$ cat src/dfr_pkg.sv
// shared types and constants of the length-prefixed deframer
package dfr_pkg;

  localparam int unsigned HdrBytes = 10;
  localparam logic [31:0] HdrLen = 32'(HdrBytes);
  localparam logic [31:0] MaxFrameReset = 32'(1024 * 1024 * 4);

  // configuration space: one 32-bit register per word
  localparam int unsigned CfgAddrW = 3;
  localparam logic REG_MAX_FRAME_LEN = 1'b0;

  // depth of the queue between front and back
  localparam int unsigned QDepth = 2;
  localparam int unsigned QPtrW = $clog2(QDepth);
  localparam int unsigned QCntW = $clog2(QDepth + 1);

  typedef enum logic [1:0] {
    KIND_HEADER  = 2'd0,
    KIND_PAYLOAD = 2'd1,
    KIND_ERROR   = 2'd2
  } kind_t;

  typedef enum logic {
    ERR_SHORT = 1'b0,
    ERR_LONG  = 1'b1
  } err_code_t;

  typedef struct packed {
    logic [31:0] msg_length;
    logic [31:0] seq_number;
    logic [15:0] command_id;
  } hdr_t;

  // one classified beat from front to back
  typedef struct packed {
    kind_t       kind;
    err_code_t   error_code;
    logic [7:0]  payload_byte;
    logic        last;
    hdr_t        hdr;
  } q_entry_t;

endpackage

$ cat src/dfr_if.sv
// valid/ready channel interfaces of the deframer

interface dfr_in_if;
  logic       valid;
  logic       ready;
  logic [7:0] data_byte;
  logic       restart;

  modport source (output valid, output data_byte, output restart, input ready);
  modport sink (input valid, input data_byte, input restart, output ready);
endinterface

interface dfr_out_if;
  logic        valid;
  logic        ready;
  logic [1:0]  kind;
  logic        error_code;
  logic [31:0] msg_length;
  logic [31:0] seq_number;
  logic [15:0] command_id;
  logic [7:0]  payload_byte;
  logic        last;

  modport source (output valid, output kind, output error_code, output msg_length,
                  output seq_number, output command_id, output payload_byte,
                  output last, input ready);
  modport sink (input valid, input kind, input error_code, input msg_length,
                input seq_number, input command_id, input payload_byte,
                input last, output ready);
endinterface

$ cat src/dfr_front.sv
// front end: header assembly, length checks and payload counting
module dfr_front (
  input  logic                clk,
  input  logic                rst_n,
  input  logic                acc,
  input  logic [7:0]          data_byte,
  input  logic                restart,
  input  logic [31:0]         max_frame_len,
  output logic                push,
  output dfr_pkg::q_entry_t   entry
);

  logic [3:0]  header_count_r, header_count_nxt;
  logic [31:0] length_r, length_nxt;
  logic [31:0] seq_r, seq_nxt;
  logic [15:0] cmd_r, cmd_nxt;
  logic [31:0] payload_left_r, payload_left_nxt;
  logic        error_r, error_nxt;

  always_comb begin
    header_count_nxt = header_count_r;
    length_nxt       = length_r;
    seq_nxt          = seq_r;
    cmd_nxt          = cmd_r;
    payload_left_nxt = payload_left_r;
    error_nxt        = error_r;
    push             = 1'b0;
    entry            = '0;
    entry.kind       = dfr_pkg::KIND_HEADER;
    entry.error_code = dfr_pkg::ERR_SHORT;
    if (acc) begin
      if (restart) begin
        header_count_nxt = '0;
        length_nxt       = '0;
        seq_nxt          = '0;
        cmd_nxt          = '0;
        payload_left_nxt = '0;
        error_nxt        = 1'b0;
      end else if (!error_r) begin
        if (payload_left_r != '0) begin
          payload_left_nxt   = payload_left_r - 32'd1;
          push               = 1'b1;
          entry.kind         = dfr_pkg::KIND_PAYLOAD;
          entry.payload_byte = data_byte;
          entry.last         = (payload_left_r == 32'd1);
        end else begin
          if (header_count_r < 4'd4) begin
            length_nxt = {length_r[23:0], data_byte};
          end else if (header_count_r < 4'd8) begin
            seq_nxt = {seq_r[23:0], data_byte};
          end else begin
            cmd_nxt = {cmd_r[7:0], data_byte};
          end
          header_count_nxt = header_count_r + 4'd1;
          if (header_count_r == 4'(dfr_pkg::HdrBytes - 1)) begin
            // header complete: length bytes are already in length_r
            header_count_nxt          = '0;
            push                      = 1'b1;
            entry.hdr.msg_length      = length_r;
            entry.hdr.seq_number      = seq_r;
            entry.hdr.command_id      = cmd_nxt;
            if (length_r < dfr_pkg::HdrLen) begin
              error_nxt        = 1'b1;
              entry.kind       = dfr_pkg::KIND_ERROR;
              entry.error_code = dfr_pkg::ERR_SHORT;
            end else if (length_r > max_frame_len) begin
              error_nxt        = 1'b1;
              entry.kind       = dfr_pkg::KIND_ERROR;
              entry.error_code = dfr_pkg::ERR_LONG;
            end else begin
              payload_left_nxt = length_r - dfr_pkg::HdrLen;
              entry.kind       = dfr_pkg::KIND_HEADER;
              entry.last       = (length_r == dfr_pkg::HdrLen);
            end
          end
        end
      end
    end
  end

  always_ff @(posedge clk) begin
    if (!rst_n) begin
      header_count_r <= '0;
      length_r       <= '0;
      seq_r          <= '0;
      cmd_r          <= '0;
      payload_left_r <= '0;
      error_r        <= 1'b0;
    end else begin
      header_count_r <= header_count_nxt;
      length_r       <= length_nxt;
      seq_r          <= seq_nxt;
      cmd_r          <= cmd_nxt;
      payload_left_r <= payload_left_nxt;
      error_r        <= error_nxt;
    end
  end

  a_payload_no_header: assert property (@(posedge clk) disable iff (!rst_n)
    (payload_left_r != '0) |-> (header_count_r == '0))
    else $error("payload phase with partial header");

  a_error_no_payload: assert property (@(posedge clk) disable iff (!rst_n)
    error_r |-> (payload_left_r == '0))
    else $error("sticky error with payload pending");

endmodule

$ cat src/dfr_queue.sv
// short queue between front and back
module dfr_queue (
  input  logic              clk,
  input  logic              rst_n,
  input  logic              push,
  input  dfr_pkg::q_entry_t push_entry,
  input  logic              pop,
  output logic              full,
  output logic              not_empty,
  output dfr_pkg::q_entry_t head
);

  dfr_pkg::q_entry_t                 slot_r [dfr_pkg::QDepth];
  logic [dfr_pkg::QPtrW-1:0]         wr_ptr_r, rd_ptr_r;
  logic [dfr_pkg::QCntW-1:0]         count_r;

  assign full      = (count_r == dfr_pkg::QCntW'(dfr_pkg::QDepth));
  assign not_empty = (count_r != '0);
  assign head      = slot_r[rd_ptr_r];

  always_ff @(posedge clk) begin
    if (push) begin
      slot_r[wr_ptr_r] <= push_entry;
    end
  end

  always_ff @(posedge clk) begin
    if (!rst_n) begin
      wr_ptr_r <= '0;
      rd_ptr_r <= '0;
      count_r  <= '0;
    end else begin
      if (push) begin
        wr_ptr_r <= wr_ptr_r + 1'b1;
      end
      if (pop) begin
        rd_ptr_r <= rd_ptr_r + 1'b1;
      end
      if (push && !pop) begin
        count_r <= count_r + 1'b1;
      end else if (pop && !push) begin
        count_r <= count_r - 1'b1;
      end
    end
  end

  a_no_overflow: assert property (@(posedge clk) disable iff (!rst_n)
    !(push && full))
    else $error("push into full queue");

  a_no_underflow: assert property (@(posedge clk) disable iff (!rst_n)
    pop |-> not_empty)
    else $error("pop from empty queue");

endmodule

$ cat src/dfr_back.sv
// back end: header tracking and registered result stage
module dfr_back (
  input  logic              clk,
  input  logic              rst_n,
  input  logic              q_not_empty,
  input  dfr_pkg::q_entry_t q_head,
  output logic              pop,
  dfr_out_if.source         out_ch
);

  logic                valid_r;
  dfr_pkg::kind_t      kind_r;
  dfr_pkg::err_code_t  code_r;
  logic [7:0]          byte_r;
  logic                last_r;
  dfr_pkg::hdr_t       hdr_r;

  assign pop = q_not_empty && (!valid_r || out_ch.ready);

  always_ff @(posedge clk) begin
    if (!rst_n) begin
      valid_r <= 1'b0;
    end else if (pop) begin
      valid_r <= 1'b1;
    end else if (out_ch.ready) begin
      valid_r <= 1'b0;
    end
  end

  // payload beats reuse the header of the message in flight
  always_ff @(posedge clk) begin
    if (pop) begin
      kind_r <= q_head.kind;
      code_r <= q_head.error_code;
      byte_r <= q_head.payload_byte;
      last_r <= q_head.last;
      if (q_head.kind != dfr_pkg::KIND_PAYLOAD) begin
        hdr_r <= q_head.hdr;
      end
    end
  end

  assign out_ch.valid        = valid_r;
  assign out_ch.kind         = kind_r;
  assign out_ch.error_code   = code_r;
  assign out_ch.payload_byte = byte_r;
  assign out_ch.last         = last_r;
  assign out_ch.msg_length   = hdr_r.msg_length;
  assign out_ch.seq_number   = hdr_r.seq_number;
  assign out_ch.command_id   = hdr_r.command_id;

  a_drop_only_when_taken: assert property (@(posedge clk) disable iff (!rst_n)
    $fell(valid_r) |-> $past(out_ch.ready))
    else $error("result dropped without being taken");

endmodule

$ cat src/length_prefixed_deframer_core.sv
// top level of the length-prefixed message deframer
//
// usage: in_ch carries one stream byte per beat, or a restart beat that
// clears the parser and the sticky error for a new connection. out_ch
// carries one result beat per completed header, per payload byte, or per
// framing error; msg_length, seq_number and command_id always show the
// header of the message in flight. max_frame_len sits at byte address 0
// of the cfg_ apb port; the user must write it only while the block is
// idle, which the block does not enforce. one beat per cycle is taken and
// delivered in steady state while out_ch.ready stays high; the front
// parser does one counter step and one 32-bit compare per byte, the back
// stage is a single output register. reset: parser state clears,
// max_frame_len returns to 4 MiB, out_ch goes empty. when the receiver
// stalls, the output register holds and the two-entry queue absorbs up to
// two more results before in_ch.ready drops.
module length_prefixed_deframer_core (
  input  logic                          clk,
  input  logic                          rst_n,
  dfr_in_if.sink                        in_ch,
  dfr_out_if.source                     out_ch,
  input  logic                          cfg_psel,
  input  logic                          cfg_penable,
  input  logic                          cfg_pwrite,
  input  logic [dfr_pkg::CfgAddrW-1:0]  cfg_paddr,
  input  logic [31:0]                   cfg_pwdata,
  output logic [31:0]                   cfg_prdata,
  output logic                          cfg_pready
);

  logic              in_acc;
  logic              push;
  dfr_pkg::q_entry_t push_entry;
  logic              q_full;
  logic              q_not_empty;
  dfr_pkg::q_entry_t q_head;
  logic              pop;
  logic [31:0]       max_frame_len_r;
  logic              cfg_hit;

  // config register: word index is paddr[2], only index 0 exists
  assign cfg_pready = 1'b1;
  assign cfg_hit    = (cfg_paddr[2] == dfr_pkg::REG_MAX_FRAME_LEN);
  assign cfg_prdata = cfg_hit ? max_frame_len_r : 32'd0;

  always_ff @(posedge clk) begin
    if (!rst_n) begin
      max_frame_len_r <= dfr_pkg::MaxFrameReset;
    end else if (cfg_psel && cfg_penable && cfg_pwrite && cfg_hit) begin
      max_frame_len_r <= cfg_pwdata;
    end
  end

  // take a byte whenever the queue has room
  assign in_ch.ready = !q_full;
  assign in_acc      = in_ch.valid && !q_full;

  dfr_front u_front (
    .clk           (clk),
    .rst_n         (rst_n),
    .acc           (in_acc),
    .data_byte     (in_ch.data_byte),
    .restart       (in_ch.restart),
    .max_frame_len (max_frame_len_r),
    .push          (push),
    .entry         (push_entry)
  );

  dfr_queue u_queue (
    .clk        (clk),
    .rst_n      (rst_n),
    .push       (push),
    .push_entry (push_entry),
    .pop        (pop),
    .full       (q_full),
    .not_empty  (q_not_empty),
    .head       (q_head)
  );

  dfr_back u_back (
    .clk         (clk),
    .rst_n       (rst_n),
    .q_not_empty (q_not_empty),
    .q_head      (q_head),
    .pop         (pop),
    .out_ch      (out_ch)
  );

endmodule

$ cat src/flat_wrapper.sv
// flat-port wrapper written by rule: the top's interface ports become plain ports
module length_prefixed_deframer_core_flat 
  (clk, rst_n, cfg_psel, cfg_penable, cfg_pwrite, cfg_paddr, cfg_pwdata, cfg_prdata, cfg_pready, in_ch_valid, in_ch_data_byte, in_ch_restart, in_ch_ready, out_ch_valid, out_ch_kind, out_ch_error_code, out_ch_msg_length, out_ch_seq_number, out_ch_command_id, out_ch_payload_byte, out_ch_last, out_ch_ready);
  dfr_in_if in_ch_i ();
  dfr_out_if out_ch_i ();
  input  logic clk;
  input  logic rst_n;
  input  logic cfg_psel;
  input  logic cfg_penable;
  input  logic cfg_pwrite;
  input  logic [dfr_pkg::CfgAddrW-1:0] cfg_paddr;
  input  logic [31:0] cfg_pwdata;
  output logic [31:0] cfg_prdata;
  output logic cfg_pready;
  input wire logic [$bits(in_ch_i.valid)-1:0] in_ch_valid;
  input wire logic [$bits(in_ch_i.data_byte)-1:0] in_ch_data_byte;
  input wire logic [$bits(in_ch_i.restart)-1:0] in_ch_restart;
  output wire logic [$bits(in_ch_i.ready)-1:0] in_ch_ready;
  output wire logic [$bits(out_ch_i.valid)-1:0] out_ch_valid;
  output wire logic [$bits(out_ch_i.kind)-1:0] out_ch_kind;
  output wire logic [$bits(out_ch_i.error_code)-1:0] out_ch_error_code;
  output wire logic [$bits(out_ch_i.msg_length)-1:0] out_ch_msg_length;
  output wire logic [$bits(out_ch_i.seq_number)-1:0] out_ch_seq_number;
  output wire logic [$bits(out_ch_i.command_id)-1:0] out_ch_command_id;
  output wire logic [$bits(out_ch_i.payload_byte)-1:0] out_ch_payload_byte;
  output wire logic [$bits(out_ch_i.last)-1:0] out_ch_last;
  input wire logic [$bits(out_ch_i.ready)-1:0] out_ch_ready;
  assign in_ch_i.valid = in_ch_valid;
  assign in_ch_i.data_byte = in_ch_data_byte;
  assign in_ch_i.restart = in_ch_restart;
  assign in_ch_ready = in_ch_i.ready;
  assign out_ch_valid = out_ch_i.valid;
  assign out_ch_kind = out_ch_i.kind;
  assign out_ch_error_code = out_ch_i.error_code;
  assign out_ch_msg_length = out_ch_i.msg_length;
  assign out_ch_seq_number = out_ch_i.seq_number;
  assign out_ch_command_id = out_ch_i.command_id;
  assign out_ch_payload_byte = out_ch_i.payload_byte;
  assign out_ch_last = out_ch_i.last;
  assign out_ch_i.ready = out_ch_ready;
  length_prefixed_deframer_core u_core (.clk(clk), .rst_n(rst_n), .in_ch(in_ch_i), .out_ch(out_ch_i), .cfg_psel(cfg_psel), .cfg_penable(cfg_penable), .cfg_pwrite(cfg_pwrite), .cfg_paddr(cfg_paddr), .cfg_pwdata(cfg_pwdata), .cfg_prdata(cfg_prdata), .cfg_pready(cfg_pready));
endmodule
$ cat config.mk
export PLATFORM = sky130hd
export DESIGN_NAME = length_prefixed_deframer_core_flat
export DESIGN_NICKNAME = d
export VERILOG_FILES = /design/src/dfr_pkg.sv /design/src/dfr_if.sv /design/src/dfr_front.sv /design/src/dfr_queue.sv /design/src/dfr_back.sv /design/src/length_prefixed_deframer_core.sv /design/src/flat_wrapper.sv
export SDC_FILE = /design/constraint.sdc
export NUM_CORES = 1
export LEC_CHECK = 0
export BUFFER_PORTS_ARGS = -buffer_cell sky130_fd_sc_hd__buf_4
export CAP_MARGIN = 10
export CORE_ASPECT_RATIO = 0.75
export CORE_MARGIN = 4
export CORE_UTILIZATION = 52
export CTS_CLUSTER_SIZE = 30
export DETAILED_ROUTE_END_ITERATION = 8
export PLACE_DENSITY = 0.73
export SYNTH_ARGS = -nofsm -noshare
export SYNTH_HDL_FRONTEND = slang
export SYNTH_SLANG_ARGS = --single-unit
$ cat constraint.sdc
create_clock -name clk -period 9 [get_ports clk]
set_input_delay 2.7 -clock clk [delete_from_list [all_inputs] [get_ports clk]]
set_output_delay 2.7 -clock clk [all_outputs]
set_load 0.005 [all_outputs]
[After elaboration in Yosys (flattened, before gate mapping)]
Memories as Yosys holds them, arrays and structs flattened. A register that Yosys moved wholly into a read port is not among the register bits.
Cells that the tools add are included.
Storage, ports and cells
  bits in registers: 246
  memory bits (writable): 184
  output and inout bits: 127
  logic and storage cells: 123
  memories: 1
Memories
  u_core.u_queue.slot_r: depth 2, bits a word 92, rd ports 1, clocked after Yosys merged registers in 1, wr ports 1, line dfr_queue.sv:13  | dfr_pkg::q_entry_t slot_r [dfr_pkg::QDepth];
Cells by class
  $add $sub $neg: 7
  order comparisons: 4
  equal/unequal tests: 10
  multiplexer cells: 58
  bitwise logic cells: 1
  reductions and logical operators: 24
Operators by type and width (number)
  $mux W32: 16
  $mux W92: 3
  $mux W81: 1
  $mux W16: 5
  $mux W80: 1
  $eq A32 B1 Y1 const B: 1
  $eq A32 B4 Y1 const B: 1
  $gt A32 B32 Y1: 1
  $lt A32 B4 Y1 const B: 1
  $reduce_bool A32 Y1: 1
  $sub A32 B1 Y32 const B: 1
  $sub A32 B4 Y32 const B: 1
  $mux W1: 21
  $mux W4: 4
  $reduce_and A5 Y1: 2
  $reduce_bool A2 Y1: 5
  $mux W2: 4
  $mux W8: 1
  $logic_and A1 B1 Y1: 7
  $mux W3: 2
  $ne A2 B2 Y1 const B: 3
  $ne A3 B3 Y1 const B: 2
  $add A4 B1 Y4 const B: 1
  $eq A4 B4 Y1 const B: 1
  14 further kinds: 18

[Longest topological paths before layout]
Gate-level depths: netlist of the first run.
  word-level depth: 10
  mapped depth: 11
  mapped depth without buffers: 10

[By module]
From an unflattened synthesis of the first run, not the netlist that was laid out.
Second synthesis, totals
  cells, all modules: 1593
  area, all modules: 18878.1 µm²
Modules (own cells, without submodules)
  dfr_front: times used 1, cells each 1008, area each 7616.1 µm², seq. area each 2342.2 µm²
  dfr_queue: times used 1, cells each 308, area each 6885.4 µm², seq. area each 5625.4 µm²
  dfr_back: times used 1, cells each 98, area each 2824.0 µm², seq. area each 2782.7 µm²
  length_prefixed_deframer_core: times used 1, cells each 179, area each 1552.7 µm², seq. area each 640.6 µm²

[Worst setup path after synthesis of the first run]
OpenSTA, ideal clock, no wires.
  kind: input -> register
  start: input in_ch_valid
  end: memory u_core.u_queue.slot_r[0][0] in the netlist's numbering, enable pin
  data arrival time: 7.574 ns
  required time: 8.445 ns
  setup slack: 0.871 ns
  stages: 4
  path through: nand2_1 -> or3_1 -> a21oi_1 -> nor2b_1
Between the ends
  word-level cells in the longest chain between the ends: 4
Ends and longest elaborated chain
  start: declaration: line flat_wrapper.sv:15  | input wire logic [$bits(in_ch_i.valid)-1:0] in_ch_valid;
  $logic_and A1 B1 Y1: line length_prefixed_deframer_core.sv:55  | assign in_acc = in_ch.valid && !q_full;
  $mux W1: line dfr_front.sv:31  | if (acc) begin
  via u_core.push: line length_prefixed_deframer_core.sv:31  | logic push;
  $mux W1: line dfr_queue.sv:22  | if (push) begin
  $mux W1 (not written as such): line dfr_queue.sv:23  | slot_r[wr_ptr_r] <= push_entry;
  end: declaration: line dfr_queue.sv:13
The timed path passes the listed nets, and every way through them passes these cells.

[Final worst setup path of the first run]
  start: input cfg_paddr[2] in the netlist's numbering
  end: output cfg_prdata[10]
Between the ends
  word-level cells in the longest chain between the ends: 1
Ends and longest elaborated chain
  start: declaration: line flat_wrapper.sv:11  | input logic [dfr_pkg::CfgAddrW-1:0] cfg_paddr;
  $mux W32: line length_prefixed_deframer_core.sv:43  | assign cfg_prdata = cfg_hit ? max_frame_len_r : 32'd0;
  end: declaration: line flat_wrapper.sv:13  | output logic [31:0] cfg_prdata;
Every way passes these cells.

==> results of run 1 <==
registers in the layout (all words and copies together), names as in the netlist, named ones only:
| name | cells |
|---|---|
| u_core.u_back.out_ch.seq_number | 32 |
| u_core.u_front.header_count_r | 4 |
| u_core.u_back.out_ch.error_code | 1 |
| u_core.u_back.out_ch.msg_length | 32 |
| u_core.u_queue.count_r | 2 |
| u_core.u_front.cmd_r | 16 |
| u_core.u_queue.wr_ptr_r | 1 |
| u_core.u_back.out_ch.last | 1 |
| u_core.u_queue.rd_ptr_r | 1 |
| u_core.u_front.error_r | 1 |
| u_core.u_front.payload_left_r | 32 |
| u_core.u_front.length_r | 32 |
| u_core.u_front.seq_r | 32 |
| u_core.u_back.out_ch.kind | 2 |
| u_core.max_frame_len_r | 32 |
| u_core.u_queue.slot_r | 184 |
| u_core.u_back.out_ch.valid | 1 |
| u_core.u_back.out_ch.payload_byte | 8 |
| u_core.u_back.out_ch.command_id | 16 |
stage by stage:
step	hold WS, ps	util (%)	setup WS (ps)	instance area, um2
2_1_floorplan	426	-	871	18700
3_3_place_gp	438	58.2	2900	20400
3_5_place_dp	456	58.2	2790	20400
4_1_cts	464	62.1	3050	21800
5_1_grt	491	62.2	3000	21800
6_report	461	62.2	3050	21800
area by class of cell:
cell class	instances	area, um2
sequential	431	11400
timing repair buffer	190	1430
multi-input combinational	1018	6890
fill	2781	13300
clock buffer	58	1210
tap	457	572
clock inverter	20	178
inverter	43	161
metal layers:
layer  GRT usage [%]  vias to the layer above
met4            4.81                        0
met3            5.33                       56
met2            33.4                      390
met5               0                        -
li1                -                     5997
met1            32.3                     6218
cell families (layout without fill, tap and decap cells):
group | after synthesis | after routing | synth area share (%)
other | 1 | 1 | 0.0200
XOR/XNOR | 34 | 34 | 1.59
multiplexers | 109 | 109 | 6.43
flip-flops | 431 | 431 | 60.8
adder cells (fa/ha/maj) | 39 | 39 | 2.60
AO/OA/AOI/OAI | 270 | 270 | 9.43
AND/OR/NAND/NOR | 565 | 565 | 16.4
buffers and inverters | 131 | 311 | 2.75
cell usage in the layout, fill, tap and decap left out, types with 5 or more instances in the layout:
cell type	netlist	layout
xor2_1	19	19
clkinv_2	0	8
nand2_1	134	134
nand3b_1	36	36
inv_1	43	43
and2_1	76	75
a21boi_1	22	22
a22oi_1	18	18
or3_1	8	8
xnor2_1	15	15
ha_1	39	39
nand4_1	11	11
a21oi_1	69	68
nor3b_1	30	30
dfxtp_1	155	154
mux2i_1	18	18
nor4b_1	5	5
clkbuf_1	73	9
a21boi_0	55	55
o21ai_0	52	52
edfxtp_1	276	276
nor3_1	43	42
nor4_1	16	15
buf_4	1	189
or4_1	10	10
clkinv_1	0	5
nor2_1	97	97
o211ai_1	11	11
clkbuf_16	0	45
nor2b_1	58	57
mux2_2	91	91
nand3_1	20	20
power by group through the flow:
stage	registers (mW)	logic, mW	clock network, mW
floorplan	2.84	1.64	0
global placement	2.85	2.42	0
detailed placement	2.86	2.47	0
CTS	2.82	2.48	1.80
global route	2.86	2.73	1.88
finish	2.82	2.50	1.76
worst max path at each step:
stage	startpoint	to	slack, ps	depth (start not counted)
floorplan	in_ch_valid	u_core.u_queue.slot_r[0][0]	870	4
global placement	in_ch_valid	u_core.u_queue.slot_r[0][75]	2900	6
detailed placement	in_ch_valid	u_core.u_queue.slot_r[0][72]	2790	6
CTS	cfg_paddr[2]	cfg_prdata[10]	3050	3
global route	cfg_paddr[2]	cfg_prdata[10]	3000	3
finish	cfg_paddr[2]	cfg_prdata[10]	3050	3
worst register-to-register path: stages (launching register included):
cell and delay (ps):
dfxtp_1 350, nor3_1 420, nand4_1 430, nor3_1 320, nand2_1 700, nor4b_1 810
o21a_1 960, nand3b_1 210, a21boi_0 220
==> flow_summary.toml, run 1 <==
[logic_synthesis]
synth_edf_count = 276
synth_seq_cells = 431
synth_flop_cell = "edfxtp_1"
synthArstFlopShare_pct = 0
ys_types = 66
avgSynthCellArea_um2 = 11.9
synth_warnings = 0
ys_top_cells_by_count = "edfxtp_1 (276), dfxtp_1 (155), nand2_1 (134), nor2_1 (97), mux2_2 (91)"
syn_inst = 1580
synth.area.top_cells = "edfxtp_1 (44%), dfxtp_1 (17%), mux2_2 (5.5%), nand2_1 (2.7%), ha_1 (2.6%)"
synth_most_common_cell = "edfxtp_1"
yosys.area.top_type_share_pct = 44.2
syn_area_mm2 = 0.0187
yosysSeqAreaShare_pct = 60.8
yosys.area.top_type = "edfxtp_1"
syn_nets = 1670

[setup_path]
r2r_start = "u_core.u_front.payload_left_r[16]"
cpPeakStageDelay_ps = 290
arrival_ps = 3250
crit_top_cell = "buf_4"
worstPathRequired_ps = 6300
start_kind = "input port"
reg2reg_depth = 8
worstSetupEndpointType = "primary output"
reg2reg_slack_ps = 4490
crit_family = "buffers and inverters"
path_cells = "buf_4, nor2_1, buf_4"
r2r-end = "u_core.u_front.seq_r[18]"
worst-path-buf-inv = 2
critPathKind = "input port to primary output"
cp_slowest_cell = "buf_4"
path_max_fanout = 34

[sta]
fmax_ghz = 0.168
min_period_ps = 5950
setup-violations-final = 0
skew_ps = 23.3
fin_crit_sh_pct = 66.1
slew_violations = 0
hold_viol = 0
worst_pin_slew_ps = 1160
rsz0062_at_grt = "false"
relSlewSlack_pct = 21.9
fin_setup_tns_ps = 0

[drt]
highest_layer = "met4"
drt-vias-per-instance = 5.71
met3WireLength_um = 3420
drt-total-wl_um = 43600
wl_per_cell_um = 19.7
vias = 12661
drc_errors = 0
wl_met2_um = 19300
ant_nets = 0
drtIter0Drc = 1077
drt-met1-wl_um = 20200
dr.pass1.iters = 8

[hold_path]
hold_path_end = "u_core.u_front.seq_r[28]"
hp-class = "register to register"
whs_path_depth = 2
min-delay-start = "u_core.u_front.seq_r[28]"

[clocking]
cts_max_level = 2
post-cts-setup-buffers = 0
cts-hold-fix-buffers = 0
insertion_delay_ps = 550
cts_resized = 0
clk_pin_slew_worst_paths_ps = 60
cts_tree = "done"
cts_buffers = 42
clockBufferDepth = 3
cts.sink_count = 431
root_buffer = "clkbuf_16"

[grt]
overflow = 0
grt_usage_pct = 21.9
grt_pass1_wl_um = 68200
grt_pass1_vias = 12485
grt_start_max_net_pins = 93
antenna_found_initial = 2

[power_and_ir_drop]
p_seq_share_pct = 39.8
p_sw_share_pct = 34.5
p_sw_mw = 2.44
vdd_ir_drop_max_mv = 0.200
p_int_mw = 4.63
p_total_mw = 7.07
pwr-share-comb_pct = 35.3
powerDensity_mw_per_mm2 = 324
p_leak_nw = 7.83
clock_power_share_pct = 24.8

[final_layout]
finalNonFillerCells = 2217
diodes = 0
nets = 1816
syn_to_final_growth_pct = 16.5
layout-drive-gt1-share_pct = 21.1

[floorplanning]
dieArea_mm2 = 0.0392
die_y_um = 172
die_width_um = 227
io_pins = 178
core_mm2 = 0.0351
start_util_pct = 53.3
rows = 59

[flow_run]
drv_cap = 0

[outcome]
status = "complete, no violations"

[placement]
place_congestion = 0.896
dp.cells = 2138
port_buffers = 174
hpwlAfterDp_um = 28500
Note: power is estimated with default switching activity, not from simulation.
==> run 2: changes to the inputs <==
Clock period 9 ns to 6.2 ns, I/O delays scaled along.
==> run 2 against run 1 <==
  * Sequential share of layout area down 0.41 points
  * Total power up 48%
  * Design area up 0.78%
  * Utilization up 0.49 points
  * Die area unchanged
  * Flip-flop and latch count unchanged
  * Largest power group unchanged
  * Highest routed layer is now met5
==> flow_summary.toml, run 2 (synthesized netlist as in run 1, its figures left out) <==
[clocking]
cts_max_level = 2
cts.sink_count = 431
cts_resized = 0
clockBufferDepth = 3
cts-hold-fix-buffers = 0
post-cts-setup-buffers = 0
cts_tree = "done"
insertion_delay_ps = 550
clk_pin_slew_worst_paths_ps = 60
cts_buffers = 42
root_buffer = "clkbuf_16"

[floorplanning]
rows = 59
dieArea_mm2 = 0.0392
die_width_um = 227
core_mm2 = 0.0351
io_pins = 178
die_y_um = 172
start_util_pct = 53.3

[grt]
antenna_found_initial = 2
grt_pass1_wl_um = 67900
grt_pass1_vias = 12226
overflow = 0
grt_usage_pct = 21.9
grt_start_max_net_pins = 87

[final_layout]
nets = 1818
regMostFlops = "u_core.u_queue.slot_r"
fillers = 2726
layout-drive-gt1-share_pct = 21.3
layout_common_cells = "edfxtp_1 (276), buf_4 (189), dfxtp_1 (154), nand2_1 (134), nor2_1 (97)"
largest_register_ffs = 184
syn_to_final_growth_pct = 17.5
layout_commonest_cell = "edfxtp_1"

[drt]
drtIter0Drc = 1076
drc_errors = 0
vias = 12675
ant_nets = 0
drt-vias-per-instance = 5.71
drt-total-wl_um = 43800
dr.pass1.iters = 6
wl_per_cell_um = 19.7

[power_and_ir_drop]
p_sw_share_pct = 33.9
p_int_mw = 6.93
clock_power_share_pct = 26.1
powerDensity_mw_per_mm2 = 476
p_seq_share_pct = 39.0
vdd_ir_drop_max_mv = 0.287
p_sw_mw = 3.56
p_leak_nw = 7.91
pwr-share-comb_pct = 34.8

[sta]
skew_ps = 15.9
fmax_ghz = 0.234
setup-violations-final = 0
rsz0062_at_grt = "false"
fin_setup_tns_ps = 0
relSlewSlack_pct = 18.9
fin_crit_sh_pct = 69.0
hold_viol = 0
setup_ws_ps = 1920
min_period_ps = 4280
holdWs_ps = 460
slew_violations = 0
worst_pin_slew_ps = 1220

[placement]
dp_slack_ps = 1510
place_congestion = 0.900
hpwlAfterDp_um = 28500
port_buffers = 174

[outcome]
status = "complete, no violations"

[setup_path]
path_max_fanout = 34
critPathKind = "input port to primary output"
start_kind = "input port"
worstSetupEndpointType = "primary output"
worstPathRequired_ps = 4340
arrival_ps = 2420

[flow_run]
drv_cap = 0

[hold_path]
hp-class = "register to register"
run 2: cell types whose count changed in the layout (fill, tap and decap cells not counted), sizes merged:
cell and change:
buf +2, clkbuf +5, clkinvlp -2, bufinv +2
clkinv -5, diode +1
run 2: path summary, 6_finish.rpt:
kind	slack [ps]	depth (start not counted)	endpoint	from
setup / recovery	1920	3	cfg_prdata[10]	cfg_paddr[2]
hold / removal	460	2	u_core.u_front.seq_r[29]	u_core.u_front.seq_r[29]
setup reg to reg	2030	9	u_core.u_front.payload_left_r[0]	u_core.u_front.length_r[13]
hold reg to reg	460	2	u_core.u_front.seq_r[29]	u_core.u_front.seq_r[29]
run 2: power by group through the flow:
stage,registers [mW],clock network [mW],logic (mW)
finish,4.09,2.74,3.65
CTS,4.10,2.79,3.64
global route,4.15,2.92,3.99
detailed placement,4.15,0,3.61
floorplan,4.09,0,2.39
global placement,4.13,0,3.58
run 2: stage by stage:
step	std cells	utilization, %	total power [mW]	instance area, um2
after floorplan	1580	-	6.48	18800
after global placement	2141	58.3	7.71	20500
after detailed placement	2141	58.3	7.76	20500
after CTS	2219	62.6	10.5	22000
after global routing	2219	62.6	11.0	22000
final	2220	62.7	10.5	22000
run 2: per-layer routing:
metal,track usage (%),part of all wire (%),vias up
met3,4.40,7.0,80
met1,32.9,47,6178
met2,33.0,44,420
met5,0,0.11,-
li1,-,-,5995
met4,5.50,2.2,2
run 2: layout make-up:
type	instances	area, um2	area share [%]
Tap cell	457	572	2.60
Antenna cell	1	2.50	0.0114
Timing Repair Buffer	192	1480	6.72
Sequential cell	431	11400	51.8
Clock buffer	63	1320	5.99
Clock inverter	15	198	0.898
Inverter	43	161	0.733
Multi-Input combinational cell	1018	6890	31.3
run 2: worst max-delay path: stages:
cell and delay, ps:
buf_4 300, nor2_1 100, buf_4 150
==> run 3: changes to the inputs <==
Settings changed: PLACE_DENSITY 0.73 to 0.76.
Clock period 6.2 ns to 3.7 ns, I/O delays scaled along.
==> run 3 against run 2 <==
  * Via count is 1.9% higher
  * Final cell count is 1.8% higher
  * Flip-flop and latch count stayed put
  * Register-to-register slack worse by 1800 ps
  * Setup slack worse by 1600 ps
  * Sequential power is 67% higher
  * Critical path depth is 5 higher
  * Design area is 1.2% higher
  * Clock-buffer cell count is 4 lower
  * Utilization is 0.78 points higher
==> flow_summary.toml, run 3 (synthesized netlist as in run 1, its figures left out) <==
[sta]
skew_ps = 13.2
worst_pin_slew_ps = 1160
min_period_ps = 3430
slew_violations = 0
fmax_ghz = 0.292
setup-violations-final = 0
fin_crit_sh_pct = 92.7
holdWs_ps = 462
relSlewSlack_pct = 21.9
fin_setup_tns_ps = 0
hold_viol = 0
rsz0062_at_grt = "false"

[final_layout]
utilization_pct = 63.4
layout-drive-gt1-share_pct = 22.8
final_area_mm2 = 0.0223
layout_common_cells = "edfxtp_1 (276), buf_4 (224), dfxtp_1 (154), nand2_1 (134), nor2_1 (97)"
fillers = 2655
regMostFlops = "u_core.u_queue.slot_r"
syn_to_final_growth_pct = 18.9
layout_commonest_cell = "edfxtp_1"
diodes = 0
largest_register_ffs = 184
nets = 1860

[drt]
highest_layer = "met4"
drt-met1-wl_um = 21100
drtIter0Drc = 1279
ant_nets = 0
drc_errors = 0
drt-vias-per-instance = 5.71
vias = 12919
wl_met2_um = 19200
met3WireLength_um = 3890
dr.pass1.iters = 5
drt-total-wl_um = 44800
wl_per_cell_um = 19.8

[setup_path]
reg2reg_depth = 8
critPathKind = "register to register"
worstSetupEndpointType = "register"
path_max_fanout = 15
arrival_ps = 3860
r2r-end = "u_core.u_front.payload_left_r[30]"
start_kind = "register"
cp-startpoint = "u_core.u_front.length_r[25]"
worstPathRequired_ps = 4130
r2r_start = "u_core.u_front.length_r[25]"
reg2reg_slack_ps = 270

[floorplanning]
start_util_pct = 53.3
die_width_um = 227
core_mm2 = 0.0351
io_pins = 178
rows = 59
dieArea_mm2 = 0.0392
die_y_um = 172

[clocking]
cts_resized = 0
cts.sink_count = 431
cts-hold-fix-buffers = 0
cts_max_level = 2
cts_buffers = 42
clk_pin_slew_worst_paths_ps = 60
clockBufferDepth = 3
insertion_delay_ps = 540
cts_tree = "done"
root_buffer = "clkbuf_16"
post-cts-setup-buffers = 0

[grt]
grt_pass1_vias = 12576
grt_pass1_wl_um = 69900
grt_usage_pct = 22.5
overflow = 0
grt_start_max_net_pins = 113
antenna_found_initial = 0

[placement]
place_congestion = 0.912
post_dp_cell_area_mm2 = 0.0209
hpwlAfterDp_um = 30000
port_buffers = 174

[outcome]
status = "complete, no violations"

[hold_path]
min-delay-start = "u_core.max_frame_len_r[14]"
hp-class = "register to register"
hold_path_end = "u_core.max_frame_len_r[14]"
whs_path_depth = 2

[power_and_ir_drop]
powerDensity_mw_per_mm2 = 791
vdd_ir_drop_max_mv = 0.629
p_leak_nw = 8.09

[flow_run]
drv_cap = 0
[run 3: cell types whose count changed in the layout (fill, tap and decap cells not counted), sizes merged]
cell	change
buf	+42
diode	-1
clkinv	+6
clkinvlp	-1
clkbuf	-4
bufinv	-1
[run 3: report_power, final]
part           internal, mW  switching, mW
clock                  2.54           1.76
combinational          2.68           3.80
sequential             6.35          0.505
[run 3: per-stage QoR]
step           power [mW]  cells  setup WS, ps
6_report             17.6   2261           271
5_1_grt              18.6   2261          99.8
4_1_cts              17.6   2261           355
3_5_place_dp         13.3   2183           373
3_3_place_gp         13.2   2183           434
2_1_floorplan        10.8   1580          8.54
[run 3: worst max-delay path by stage]
stage	cells past startpoint	endpoint
after CTS	8	u_core.u_front.payload_left_r[30]
after global placement	8	u_core.u_front.payload_left_r[26]
final	8	u_core.u_front.payload_left_r[30]
after global routing	8	u_core.u_front.payload_left_r[19]
after floorplan	4	u_core.u_queue.slot_r[0][0]
after detailed placement	8	u_core.u_front.payload_left_r[30]
[run 3: area by class of cell]
type | instances | area, um2 | share of cell area, %
clock buffer | 59 | 1200 | 5.38
clock inverter | 19 | 186 | 0.836
inverter | 43 | 161 | 0.724
multi-input combinational | 1018 | 6890 | 30.9
sequential | 431 | 11400 | 51.1
tap | 457 | 572 | 2.57
timing repair buffer | 234 | 1880 | 8.44
[run 3: worst max-delay path, cell delays in order, from the launching register on]
cell      delay [ps]
dfxtp_1          420
ha_1             350
nand4_1          150
nor4_1           680
nand2_1          260
a22oi_1          570
a211oi_4         290
nand2b_1         320
o221a_2          270
[run 3: per-layer routing]
layer / up-vias / global-route usage, %
met5: - / 0
met4: 0 / 4.29
met3: 65 / 4.97
met2: 507 / 32.9
met1: 6257 / 34.9
li1: 6090 / -
